===== config.mk =====
export PLATFORM = sky130hd
export DESIGN_NAME = spn_block_cipher_64bit_encrypt_core_flat
export DESIGN_NICKNAME = d
export VERILOG_FILES = /design/src/hw/rtl/spn_pkg.sv /design/src/hw/rtl/spn_if.sv /design/src/hw/rtl/spn_round.sv /design/src/hw/rtl/spn_block_cipher_64bit_encrypt_core.sv /design/src/flat_wrapper.sv
export SDC_FILE = /design/constraint.sdc
export NUM_CORES = 1
export LEC_CHECK = 0
export ABC_AREA = 1
export ABC_CLOCK_PERIOD_IN_PS = 6600
export BUFFER_PORTS_ARGS = -buffer_cell sky130_fd_sc_hd__buf_2
export CAP_MARGIN = 25
export CORE_MARGIN = 3
export CORE_UTILIZATION = 60
export CTS_BUF_LIST = sky130_fd_sc_hd__clkbuf_8
export DETAILED_ROUTE_END_ITERATION = 6
export PLACE_DENSITY = 0.79
export SETUP_SLACK_MARGIN = 0.4
export SYNTH_ARGS = -nofsm -noshare
export SYNTH_HDL_FRONTEND = slang
export SYNTH_SLANG_ARGS = --single-unit

===== constraint.sdc =====
create_clock -name clk -period 6.6 [get_ports clk]
set_input_delay 1.32 -clock clk [delete_from_list [all_inputs] [get_ports clk]]
set_output_delay 1.32 -clock clk [all_outputs]
set_load 0.01 [all_outputs]

===== src/hw/rtl/spn_pkg.sv =====
// Shared types, constants and round functions for the 64-bit SPN encrypt core.
`timescale 1ns / 1ps

package spn_pkg;

  // Number of S-box rounds after the key whitening (legal range 1 to 7).
  localparam int ROUND_COUNT = 4;
  localparam int BLOCK_W     = 64;
  localparam int NIBBLES     = BLOCK_W / 4;

  // Fixed 4-bit substitution box.
  localparam logic [3:0] SBOX [16] = '{
    4'hE, 4'h4, 4'hD, 4'h1, 4'h2, 4'hF, 4'hB, 4'h8,
    4'h3, 4'hA, 4'h6, 4'hC, 4'h5, 4'h9, 4'h0, 4'h7
  };

  // One word in flight between pipeline stages.
  typedef struct packed {
    logic               valid;
    logic [BLOCK_W-1:0] data;
  } spn_stage_t;

  // Per-stage round control: which operations the stage applies.
  typedef struct packed {
    logic               bypass_sbox;
    logic               skip_perm;
    logic [BLOCK_W-1:0] round_key;
  } spn_round_ctrl_t;

  // Substitute all sixteen nibbles through the S-box.
  function automatic logic [BLOCK_W-1:0] sbox_layer(input logic [BLOCK_W-1:0] v);
    logic [BLOCK_W-1:0] r;
    r = '0;
    for (int k = 0; k < NIBBLES; k++) begin
      r[k*4 +: 4] = SBOX[v[k*4 +: 4]];
    end
    return r;
  endfunction

  // Bit permutation: MSB-numbered bit i moves to (i mod 4)*16 + i/4.
  function automatic logic [BLOCK_W-1:0] spread_bits(input logic [BLOCK_W-1:0] v);
    logic [BLOCK_W-1:0] r;
    r = '0;
    for (int i = 0; i < BLOCK_W; i++) begin
      r[BLOCK_W-1-((i % 4) * 16 + (i / 4))] = v[BLOCK_W-1-i];
    end
    return r;
  endfunction

  // Round key: master key rotated left by whole bytes.
  function automatic logic [BLOCK_W-1:0] round_key(input logic [BLOCK_W-1:0] key,
                                                  input logic [2:0] rnd);
    logic [2*BLOCK_W-1:0] dbl;
    logic [5:0]           sh;
    sh  = {rnd, 3'b000};
    dbl = {key, key} << sh;
    return dbl[2*BLOCK_W-1 -: BLOCK_W];
  endfunction

endpackage


===== src/hw/rtl/spn_if.sv =====
// Valid/ready channel interfaces for plaintext and ciphertext words.
`timescale 1ns / 1ps

interface spn_pt_if;
  logic        valid;
  logic        ready;
  logic [63:0] plaintext;

  modport source (output valid, output plaintext, input ready);
  modport sink   (input valid, input plaintext, output ready);
endinterface

interface spn_ct_if;
  logic        valid;
  logic        ready;
  logic [63:0] ciphertext;

  modport source (output valid, output ciphertext, input ready);
  modport sink   (input valid, input ciphertext, output ready);
endinterface


===== src/hw/rtl/spn_round.sv =====
// One registered pipeline stage: optional S-box layer, optional permutation, key XOR.
`timescale 1ns / 1ps

module spn_round (
  input  logic                     clk,
  input  logic                     rst_n,
  input  spn_pkg::spn_round_ctrl_t ctrl,
  input  spn_pkg::spn_stage_t      up,
  output logic                     up_ready,
  output spn_pkg::spn_stage_t      dn,
  input  logic                     dn_ready
);
  import spn_pkg::*;

  logic               valid_r;
  logic               valid_nxt;
  logic [BLOCK_W-1:0] data_r;
  logic [BLOCK_W-1:0] data_nxt;
  logic [BLOCK_W-1:0] subbed;
  logic [BLOCK_W-1:0] permuted;

  // Round datapath.
  always_comb begin
    subbed   = ctrl.bypass_sbox ? up.data : sbox_layer(up.data);
    permuted = ctrl.skip_perm ? subbed : spread_bits(subbed);
    data_nxt = permuted ^ ctrl.round_key;
  end

  // The stage takes a word when it is empty or its word leaves this cycle.
  assign up_ready  = !valid_r || dn_ready;
  assign valid_nxt = up_ready ? up.valid : valid_r;

  always_ff @(posedge clk) begin
    if (!rst_n) begin
      valid_r <= 1'b0;
    end else begin
      valid_r <= valid_nxt;
    end
  end

  always_ff @(posedge clk) begin
    if (up_ready && up.valid) begin
      data_r <= data_nxt;
    end
  end

  assign dn.valid = valid_r;
  assign dn.data  = data_r;

endmodule


===== src/hw/rtl/spn_block_cipher_64bit_encrypt_core.sv =====
// Top level of the 64-bit SPN encrypt core: key register and round pipeline.
// One register stage per round plus one for whitening.
// Throughput: one word per cycle while the output is not stalled.
// A stalled output holds every full stage up to the first empty one; the input keeps accepting while stages are free.
// Reset (rst_n low, synchronous) empties the pipeline and clears the key to zero.
`timescale 1ns / 1ps

module spn_block_cipher_64bit_encrypt_core (
  input  logic        clk,
  input  logic        rst_n,
  input  logic        cfg_we,
  input  logic [63:0] cfg_wdata,
  spn_pt_if.sink      in_ch,
  spn_ct_if.source    out_ch
);
  import spn_pkg::*;

  logic [BLOCK_W-1:0] key_r;
  logic [BLOCK_W-1:0] key_nxt;

  spn_stage_t      stg    [ROUND_COUNT+2];
  logic            stg_rdy[ROUND_COUNT+2];
  spn_round_ctrl_t ctrl   [ROUND_COUNT+1];

  // Key register.
  assign key_nxt = cfg_we ? cfg_wdata : key_r;

  always_ff @(posedge clk) begin
    if (!rst_n) begin
      key_r <= '0;
    end else begin
      key_r <= key_nxt;
    end
  end

  // Input word enters stage 0.
  assign stg[0].valid = in_ch.valid;
  assign stg[0].data  = in_ch.plaintext;
  assign in_ch.ready  = stg_rdy[0];

  // Stage 0 whitens with the plain key; the last round has no permutation.
  for (genvar k = 0; k <= ROUND_COUNT; k++) begin : g_stage
    assign ctrl[k].bypass_sbox = (k == 0);
    assign ctrl[k].skip_perm   = (k == 0) || (k == ROUND_COUNT);
    assign ctrl[k].round_key   = round_key(key_r, 3'(k));

    spn_round u_round (
      .clk      (clk),
      .rst_n    (rst_n),
      .ctrl     (ctrl[k]),
      .up       (stg[k]),
      .up_ready (stg_rdy[k]),
      .dn       (stg[k+1]),
      .dn_ready (stg_rdy[k+1])
    );
  end

  // Last stage drives the result channel.
  assign out_ch.valid            = stg[ROUND_COUNT+1].valid;
  assign out_ch.ciphertext       = stg[ROUND_COUNT+1].data;
  assign stg_rdy[ROUND_COUNT+1]  = out_ch.ready;

  // An accepted word always lands in the whitening stage.
  a_in_lands: assert property (@(posedge clk) disable iff (!rst_n)
    in_ch.valid && in_ch.ready |=> stg[1].valid)
    else $error("accepted word did not enter stage 0");

  // With the whitening stage full and blocked and the output stalled, the input accepts nothing.
  a_full_stall: assert property (@(posedge clk) disable iff (!rst_n)
    stg[1].valid && out_ch.valid && !out_ch.ready
      && $countones({stg[1].valid, stg[ROUND_COUNT+1].valid}) == 2
      && stg_rdy[1] == 1'b0 |-> !in_ch.ready)
    else $error("input ready while first stage is blocked");

  // A held result keeps its value until taken.
  a_out_hold: assert property (@(posedge clk) disable iff (!rst_n)
    out_ch.valid && !out_ch.ready |=> out_ch.valid && $stable(out_ch.ciphertext))
    else $error("stalled result changed or vanished");

  // Reset leaves the result channel empty.
  a_reset_empty: assert property (@(posedge clk)
    !rst_n |=> !out_ch.valid)
    else $error("result valid right after reset");

endmodule


===== src/flat_wrapper.sv =====
// flat-port wrapper written by rule: the top's interface ports become plain ports
module spn_block_cipher_64bit_encrypt_core_flat import spn_pkg::*;
  (clk, rst_n, cfg_we, cfg_wdata, in_ch_valid, in_ch_plaintext, in_ch_ready, out_ch_valid, out_ch_ciphertext, out_ch_ready);
  spn_pt_if in_ch_i ();
  spn_ct_if out_ch_i ();
  input  logic clk;
  input  logic rst_n;
  input  logic cfg_we;
  input  logic [63:0] cfg_wdata;
  input wire logic [$bits(in_ch_i.valid)-1:0] in_ch_valid;
  input wire logic [$bits(in_ch_i.plaintext)-1:0] in_ch_plaintext;
  output wire logic [$bits(in_ch_i.ready)-1:0] in_ch_ready;
  output wire logic [$bits(out_ch_i.valid)-1:0] out_ch_valid;
  output wire logic [$bits(out_ch_i.ciphertext)-1:0] out_ch_ciphertext;
  input wire logic [$bits(out_ch_i.ready)-1:0] out_ch_ready;
  assign in_ch_i.valid = in_ch_valid;
  assign in_ch_i.plaintext = in_ch_plaintext;
  assign in_ch_ready = in_ch_i.ready;
  assign out_ch_valid = out_ch_i.valid;
  assign out_ch_ciphertext = out_ch_i.ciphertext;
  assign out_ch_i.ready = out_ch_ready;
  spn_block_cipher_64bit_encrypt_core u_core (.clk(clk), .rst_n(rst_n), .cfg_we(cfg_we), .cfg_wdata(cfg_wdata), .in_ch(in_ch_i), .out_ch(out_ch_i));
endmodule

# Word level (Yosys, flattened, before mapping)
# Memory sizes are Yosys's and may differ from the RTL's.
# Index checks and enable logic that the tools add are counted.
dict set report word_totals {
  regBits 389
  romBits 4096
  inputBits 133
  output_inout_bits 66
  word_cells 351
  n_memories 64
}
dict set report op_classes {
  order_cmp 64
  mux 128
  bitwise_logic 69
  reduce_logical 15
}
# name depth width rd rd_clocked_by_memory_dff wr line
set memory_table {}
lappend memory_table {{(no name shown)} 16 4 1 0 0 spn_pkg.sv:35} ;# r[k*4 +: 4] = SBOX[v[k*4 +: 4]];
lappend memory_table {{(no name shown)} 16 4 1 0 0 spn_pkg.sv:35}
lappend memory_table {{(no name shown)} 16 4 1 0 0 spn_pkg.sv:35}
lappend memory_table {{(no name shown)} 16 4 1 0 0 spn_pkg.sv:35}
lappend memory_table {{(no name shown)} 16 4 1 0 0 spn_pkg.sv:35}
lappend memory_table {{(no name shown)} 16 4 1 0 0 spn_pkg.sv:35}
lappend memory_table {{+58 memories} n/a n/a n/a n/a n/a n/a}
# operator count
set op_table {}
lappend op_table {{$mux 4} 128}
lappend op_table {{$ge 5x5->1 const B} 64}
lappend op_table {{$not 4->5} 64}
lappend op_table {{$xor 64x64->64} 5}
lappend op_table {{$logic_and 1x1->1} 5}
lappend op_table {{$logic_not 1->1} 5}
lappend op_table {{$logic_or 1x1->1} 5}

# Logic depth before layout (Yosys ltp)
# Gate-level depths: netlist of run 1.
dict set report logic_depth {
  depth_word 7
  ltp_mapped 8
  mapped_depth_nobuf 8
}

# Modules after synthesis
# Synthesis of run 1 repeated with hierarchy kept, for this count alone.
dict set report unflattened {
  hier_cells 6892
  hier_area_um2 43052.5
}
# mod instances cells_per_inst area_each_um2 seq_area_each_um2
set modules_own_cells {}
lappend modules_own_cells {{spn_round at u_core.g_stage[2].u_round ...} 3 1300 8101.5 1941.9}
lappend modules_own_cells {{spn_round at u_core.g_stage[1].u_round} 1 1294 8084.0 1941.9}
lappend modules_own_cells {{spn_round at u_core.g_stage[0].u_round} 1 1291 7986.4 1941.9}
lappend modules_own_cells {spn_block_cipher_64bit_encrypt_core 1 407 2677.6 1281.2}

# Worst setup path after synthesis of run 1
# No wires, ideal clock.
dict set report synth_timing {
  kind {input to register}
  from {input out_ch_ready}
  to {register u_core.g_stage[0].u_round.data_r[0] (enable)}
  setup_ns 0.524
  arrival_ns 4.667
  required_time_ns 6.076
  setup_slack_ns 1.409
  stages 4
  path_buffers 0
  cell_sequence {inv_1 nand3_2 nor2_2 a31oi_1}
}
dict set report synth_between {
  elab_chain_len 6
}
# item line
set synth_lines {}
lappend synth_lines {{start: declaration} flat_wrapper.sv:15} ;# input wire logic [$bits(out_ch_i.ready)-1:0] out_ch_ready;
lappend synth_lines {{$logic_or 1x1->1 (5 in series)} spn_round.sv:30} ;# assign up_ready = !valid_r || dn_ready;
lappend synth_lines {{$logic_and 1x1->1} spn_round.sv:42} ;# if (up_ready && up.valid) begin
lappend synth_lines {{end signal: assignment} spn_round.sv:43} ;# data_r <= data_nxt;
lappend synth_lines {{end: declaration} spn_round.sv:17} ;# logic [BLOCK_W-1:0] data_r;
# Every way passes these cells.
# A chain may end at the register's enable or synchronous reset.

# Final worst setup path of run 1
dict set report layout_timing {
  from {input out_ch_ready}
  to {output in_ch_ready}
}
dict set report layout_between {
  elab_chain_len 5
}
# item line
set layout_lines {}
lappend layout_lines {{$logic_or 1x1->1 (5 in series)} spn_round.sv:30}
lappend layout_lines {{end: declaration} flat_wrapper.sv:12} ;# output wire logic [$bits(in_ch_i.ready)-1:0] in_ch_ready;
# Every way passes these cells.

==> impl_metrics.toml, run 1 <==
[timing]
finalClockSkew_ns = 0.0250
post-route-period-util_pct = 54.1
setup_violations = 0
final_hold_viol_count = 0
whs_ns = 0.501
grt_setup_unrepaired = "false"
worst_slew_pin_slew_ns = 0.985
max_freq_mhz = 280
maxSlewViolCount = 0
fin_ws_ns = 3.03
finalSetupTns_ns = 0
max_slew_margin_pct = 34.3
period_needed_ns = 3.57

[die]
ioPinCount = 199
coreArea_mm2 = 0.0456
chipWidth_um = 221
dieArea_mm2 = 0.0490
start_util_pct = 61.1
dieHeight_um = 221
rows = 78

[global_route]
grt_pass1_wl_um = 121000
met1_usage_pct = 46.0
grt_max_degree = 69
use_met3_pct = 5.09
grt_most_used_layer = "met2"
use_met2_pct = 47.8
antenna_found_initial = 3
grtUsageTotal_pct = 31.6
grt_pass1_vias = 21700
grt_overflow = 0

[power_and_ir_drop]
p_total_mw = 6.58
power_leakage_nw = 15.4
power.density_mw_per_mm2 = 214
ir_drop_mv = 0.161

[clock_tree]
clk_latency_ns = 0.64
clock-sinks = 389
cts_buffers = 69
cts_tree = "yes"
post-cts-setup-buffer-count = 0
clkTransAtPathRegs_ns = 0.06
cts-root-buf = "clkbuf_8"
h-tree-depth = 3
clockBufferDepth = 3
ctsResizeCount = 0
holdBufCountCts = 0

[hold_path]
holdPathEnd = "u_core.g_stage[3].u_round.valid_r$_SDFFE_PN0P_"
hp-start = "u_core.g_stage[2].u_round.valid_r$_SDFFE_PN0P_"
whs_path_depth = 2
worstHoldPathType = "reg2reg"

[place]
place_area_mm2 = 0.0294
place_ws_ns = 3.03
placed_cells = 4267
gp_congestion = 0.971
post-dp-hpwl_um = 59300
port_buffers = 198

[setup_path]
regToRegSetupSlack_ns = 4.32
end_kind = "output port"
cp-start-kind = "input pin"
rr_worst_depth = 6
r2r_end = "u_core.g_stage[2].u_round.data_r[3]$_DFFE_PP_"
worstPathArrival_ns = 2.25
path_class = "in2out"
worstPathRequired_ns = 5.28
rr_startpoint = "u_core.g_stage[4].u_round.valid_r$_SDFFE_PN0P_"
worstPathMaxFanout = 5

[detailed_routing]
detail_route.iter0.violations = 2614
drtAntennaViolNets = 0
vias = 24600
drt_first_pass_iters = 6
drcViolationCount = 0
wire_per_inst_um = 18.1
wirelength_um = 79500
via_per_inst = 5.60

[yosys]
synth.net_count = 3961
synth_top_family_by_area = "simple AND/OR/NAND/NOR gates"
seq_area_frac_synth_pct = 39.5
synth-simple-area-share_pct = 25.2
avgSynthCellArea_um2 = 7.93
synth_cells = 3508
synth_compound_area_share_pct = 8.91
yosysUniqueCellTypes = 23
synth-xor-area-share_pct = 4.66
synth-seq-cells = 389
synth-adder-area-share_pct = 14.4
synth.area.mux_share_pct = 0
ys_warn_count = 0
synth_area_mm2 = 0.0278

[run]
drv_cap = 0

[layout]
drive_above_1_share_pct = 10.2
syn_to_final_growth_pct = 10.5
fin_area_mm2 = 0.0308
nNetsFinal = 4192
antenna_cells = 0
fill_cells = 3785
finish.utilization_pct = 67.5
final_cells = 4393

[run_status]
outcome = "complete, no violations"
[area by class of cell]
cell class | instances | area [um2] | share of cell area, %
flip-flops and latches | 389 | 11000 | 35.7
inverters | 463 | 1740 | 5.66
clock buffers | 79 | 1090 | 3.53
multi-input cells | 2608 | 14800 | 48.2
clock inverters | 46 | 259 | 0.842
well taps | 600 | 751 | 2.44
repair buffers | 208 | 1110 | 3.61
[worst max-delay path: stages]
cell and delay, ns:
buf_2 0.10, inv_1 0.13, nand3_2 0.12, nor2_2 0.31, nand3_2 0.11, buf_2 0.16
[metal layers]
| layer | vias up | wire (um) |
|---|---|---|
| met3 | 150 | 8870 |
| met2 | 1170 | 34300 |
| met4 | 0 | 2640 |
| li1 | 11900 | - |
| met1 | 11300 | 33700 |
| met5 | - | 0 |
[kinds of logic after synthesis]
family | after synthesis
adders and majority gates | 320
AOI/OAI and AO/OA | 417
and+or+nand+nor | 1723
buffers and inverters | 511
xor gates and xnor gates | 148
DFF | 389
[how the worst max path moves through the flow]
stage                 startpoint                                        endpoint  cells past startpoint
floorplan           out_ch_ready   u_core.g_stage[0].u_round.data_r[0]$_DFFE_PP_                      4
global placement    out_ch_ready  u_core.g_stage[1].u_round.data_r[15]$_DFFE_PP_                      6
detailed placement  out_ch_ready                                     in_ch_ready                      6
CTS                 out_ch_ready                                     in_ch_ready                      6
global route        out_ch_ready                                     in_ch_ready                      6
finish              out_ch_ready                                     in_ch_ready                      6
[cell usage after synthesis (all sizes together)]
master,count,share of area (%)
a21oi,71,1.3
a31oi,1,0.022
buf,34,0.92
clkbuf,14,0.21
dfxtp,69,5.0
edfxtp,320,35
ha,320,14
inv,463,6.2
nand2,1204,16
nand3,390,7.1
nor2,129,1.7
o211ai,134,3.8
o21ai,211,3.8
xor2,148,4.7
[power breakdown]
group / total, mW / switching (mW) / internal (mW)
clock network: 2.24 / 1.07 / 1.18
registers: 3.12 / 0.252 / 2.87
logic: 1.22 / 0.803 / 0.413
total: 6.58 / 2.12 / 4.45
[flip-flops by register name, summed over array words and instances, names as in the netlist]
register,cells
u_core.g_stage.u_round.data_r,320
u_core.g_stage.u_round.valid_r,5
u_core.key_r,64
[cell usage in the layout, fill, tap and decap left out, types with 20 or more instances in the layout]
master,n
a21oi_1,69
inv_2,46
ha_1,320
o21ai_1,20
dfxtp_1,69
nand2_1,1189
nand3_1,388
buf_2,198
nor2_1,128
clkbuf_8,79
inv_1,440
o211ai_1,123
o21ai_0,191
edfxtp_1,320
xor2_1,148
(Power assumes the default switching activity.)
==> run 2, diff against run 1 <==
--- a/config.mk
+++ b/config.mk
@@ -5,12 +5,12 @@
 export SDC_FILE = /design/constraint.sdc
 export NUM_CORES = 1
 export LEC_CHECK = 0
-export ABC_AREA = 1
-export ABC_CLOCK_PERIOD_IN_PS = 6600
+export ABC_AREA = 0
+export ABC_CLOCK_PERIOD_IN_PS = 3000
 export BUFFER_PORTS_ARGS = -buffer_cell sky130_fd_sc_hd__buf_2
 export CAP_MARGIN = 25
 export CORE_MARGIN = 3
-export CORE_UTILIZATION = 60
+export CORE_UTILIZATION = 57
 export CTS_BUF_LIST = sky130_fd_sc_hd__clkbuf_8
 export DETAILED_ROUTE_END_ITERATION = 6
 export PLACE_DENSITY = 0.79
==> constraint.sdc (replaced) <==
create_clock -name clk -period 3 [get_ports clk]
set_input_delay 0.6 -clock clk [delete_from_list [all_inputs] [get_ports clk]]
set_output_delay 0.6 -clock clk [all_outputs]
set_load 0.01 [all_outputs]
==> run 2 against run 1 <==
Against the previous run:
- register-to-register slack worse by 3.2 ns
- synthesized cell count down 24%
- clock power up 120%
- via count down 20%
- non-clock buffer count up 4
- setup slack worse by 2.4 ns
- final area down 2.4%
- area after synthesis down 0.28%
- largest cell class unchanged
- largest power group unchanged
==> impl_metrics.toml, run 2 <==
[layout]
finish.utilization_pct = 62.6
nNetsFinal = 3203
drive_above_1_share_pct = 12.6
syn_to_final_growth_pct = 8.22
top_register = "u_core.g_stage.u_round.data_r"
reg.largest.list = "u_core.g_stage.u_round.data_r x320, u_core.key_r x64, u_core.g_stage.u_round.valid_r x5"
largest_reg_flops = 320
mostFrequentLayoutCells = "320 x ha_1, 320 x edfxtp_1, 210 x inv_1"
antenna_cells = 0
fill_cells = 3719

[place]
place_ws_ns = 0.732
port_buffers = 198
gp_congestion = 0.899
post-dp-hpwl_um = 50100

[yosys]
synthArstFlopShare_pct = 0
synth_top_area_share_pct = 34.6
synth_cells = 2661
synth_area_mm2 = 0.0277
synth_commonest_cells = "320 x edfxtp_1, 320 x ha_1, 209 x xor2_1"
ys_top_cells_by_area = "edfxtp_1 35%, ha_1 14%, xor2_1 6.6%"
ys_warn_count = 0
seq_area_frac_synth_pct = 39.6
synth-seq-cells = 389
synth.net_count = 3114
ys.flop_type = "edfxtp_1"
synth-edff-count = 320
synth.largest_area_cell = "edfxtp_1"
avgSynthCellArea_um2 = 10.4
yosysUniqueCellTypes = 44

[power_and_ir_drop]
power_leakage_nw = 12.7
p_total_mw = 14.3
ir_drop_mv = 0.418
power.density_mw_per_mm2 = 478

[detailed_routing]
wire_per_inst_um = 20.0
via_per_inst = 5.73
drcViolationCount = 0
vias = 19600
detail_route.iter0.violations = 1628
wirelength_um = 68300
drtAntennaViolNets = 0
drt_first_pass_iters = 5

[global_route]
grt_pass1_wl_um = 103000
met1_usage_pct = 34.4
grt_max_degree = 65
use_met2_pct = 43.2
antenna_found_initial = 0
grt_pass1_vias = 18900
use_met3_pct = 4.70
grt_overflow = 0
grtUsageTotal_pct = 26.3
grt_most_used_layer = "met2"

[die]
rows = 80
dieArea_mm2 = 0.0514
ioPinCount = 199
start_util_pct = 57.9
chipWidth_um = 227
coreArea_mm2 = 0.0479
dieHeight_um = 227

[clock_tree]
post-cts-setup-buffer-count = 0
cts_tree = "yes"
cts_buffers = 71
cts-root-buf = "clkbuf_8"
h-tree-depth = 3
clk_latency_ns = 0.64
clockBufferDepth = 3
clock-sinks = 389
clkTransAtPathRegs_ns = 0.06

[hold_path]
holdPathEnd = "u_core.g_stage[0].u_round.valid_r$_SDFFE_PN0P_"
whs_path_depth = 2
hp-start = "in_ch_valid"
worstHoldPathType = "in2reg"

[setup_path]
rr_startpoint = "u_core.g_stage[0].u_round.data_r[44]$_DFFE_PP_"
worstPathArrival_ns = 1.81
worstPathMaxFanout = 5
critical_path_buf_inv_count = 2
cp-start-kind = "flip-flop"
regToRegSetupSlack_ns = 1.08
cpMaxStageDelayCell = "dfxtp_1"
cp-startpoint = "u_core.g_stage[4].u_round.valid_r$_SDFFE_PN0P_"
rr_worst_depth = 6
path_class = "reg2out"
cpLargestDelayFamily = "simple AND/OR/NAND/NOR gates"
cp_cell_sequence = "nor2b_2 -> nand3_1 -> nor2_1 -> inv_1 -> buf_2"
end_kind = "output port"
r2r_end = "u_core.g_stage[1].u_round.data_r[43]$_DFFE_PP_"
max_stage_delay_ns = 0.33
worstPathRequired_ns = 2.40

[timing]
max_freq_mhz = 415
max_slew_margin_pct = 44.1
finalClockSkew_ns = 0.0294
maxSlewViolCount = 0
final_hold_viol_count = 0
period_needed_ns = 2.41
finalSetupTns_ns = 0
grt_setup_unrepaired = "false"
whs_ns = 0.207
post-route-period-util_pct = 80.4
setup_violations = 0
worst_slew_pin_slew_ns = 0.837
fin_ws_ns = 0.588

[run]
drv_cap = 0

[run_status]
outcome = "complete, no violations"
[run 2: changes by cell type after synthesis, moves of 57 or more]
| cell | previous run | this run |
|---|---|---|
| xor2_1 | 148 | 209 |
| xnor2_1 | 0 | 196 |
| nor2b_1 | 0 | 111 |
| mux2i_1 | 0 | 165 |
| o21ai_0 | 191 | 122 |
| inv_1 | 418 | 188 |
| nand3_1 | 388 | 1 |
| nand2_1 | 1189 | 160 |
| a21oi_1 | 71 | 143 |
| clkbuf_1 | 10 | 71 |
| nor2_1 | 128 | 71 |
[run 2: cells by family (layout without fill, tap and decap cells)]
group / after synthesis / in the layout / synth area share, %
flip-flops: 389 / 389 / 39.6
buffers and inverters: 391 / 536 / 6.67
AO/OA/AOI/OAI: 525 / 525 / 11.7
adder cells (fa/ha/maj): 320 / 320 / 14.4
XOR/XNOR: 405 / 405 / 12.8
AND/OR/NAND/NOR: 446 / 446 / 8.08
multiplexers: 185 / 185 / 6.78
[run 2: how the worst max path moves through the flow]
| stage | cells past startpoint | endpoint |
|---|---|---|
| floorplan | 3 | u_core.g_stage[2].u_round.data_r[0]$_DFFE_PP_ |
| global placement | 6 | in_ch_ready |
| detailed placement | 6 | in_ch_ready |
| CTS | 5 | in_ch_ready |
| global route | 5 | in_ch_ready |
| finish | 5 | in_ch_ready |
[run 2: power breakdown]
| part | internal [mW] | total, mW | switching [mW] |
|---|---|---|---|
| Combinational | 1.11 | 2.33 | 1.22 |
| Clock | 2.66 | 4.96 | 2.30 |
| Sequential | 6.32 | 7.06 | 0.738 |
| Total | 10.1 | 14.3 | 4.26 |
[run 2: worst reg2reg max path, cell delays in order, from the launching register on]
cell and delay, ns:
edfxtp_1 0.48, inv_1 0.16, ha_1 0.34, nand3b_1 0.17
o31a_1 0.12, o21ai_1 0.09, xor2_1 0.33
[run 2: final cells by class]
type / instances / area (um2) / area share, %
multi-input cells: 1881 / 14900 / 49.8
flip-flops and latches: 389 / 11000 / 36.6
repair buffers: 212 / 1210 / 4.03
clock buffers: 78 / 1070 / 3.57
well taps: 615 / 769 / 2.56
inverters: 195 / 732 / 2.44
clock inverters: 51 / 309 / 1.03
[run 2: what timing repair did]
action,4_1_cts,5_1_grt
resized for setup,1,0
endpoints found under the setup margin,1,0
hold buffers,0,0
[run 2: stage by stage]
stage,std cells,instance area (um2)
after floorplan,2661,27800
after global placement,3292,28600
after detailed placement,3292,28600
after CTS,3421,30000
after global routing,3421,30000
final,3421,30000
[run 2: metal layers]
layer / share of wire (%) / vias to the layer above / wire, um
li1: - / 9295 / -
met1: 42 / 9462 / 28500
met2: 47 / 684 / 31900
met3: 7.6 / 161 / 5190
met4: 4.0 / 0 / 2700
met5: 0 / - / 0
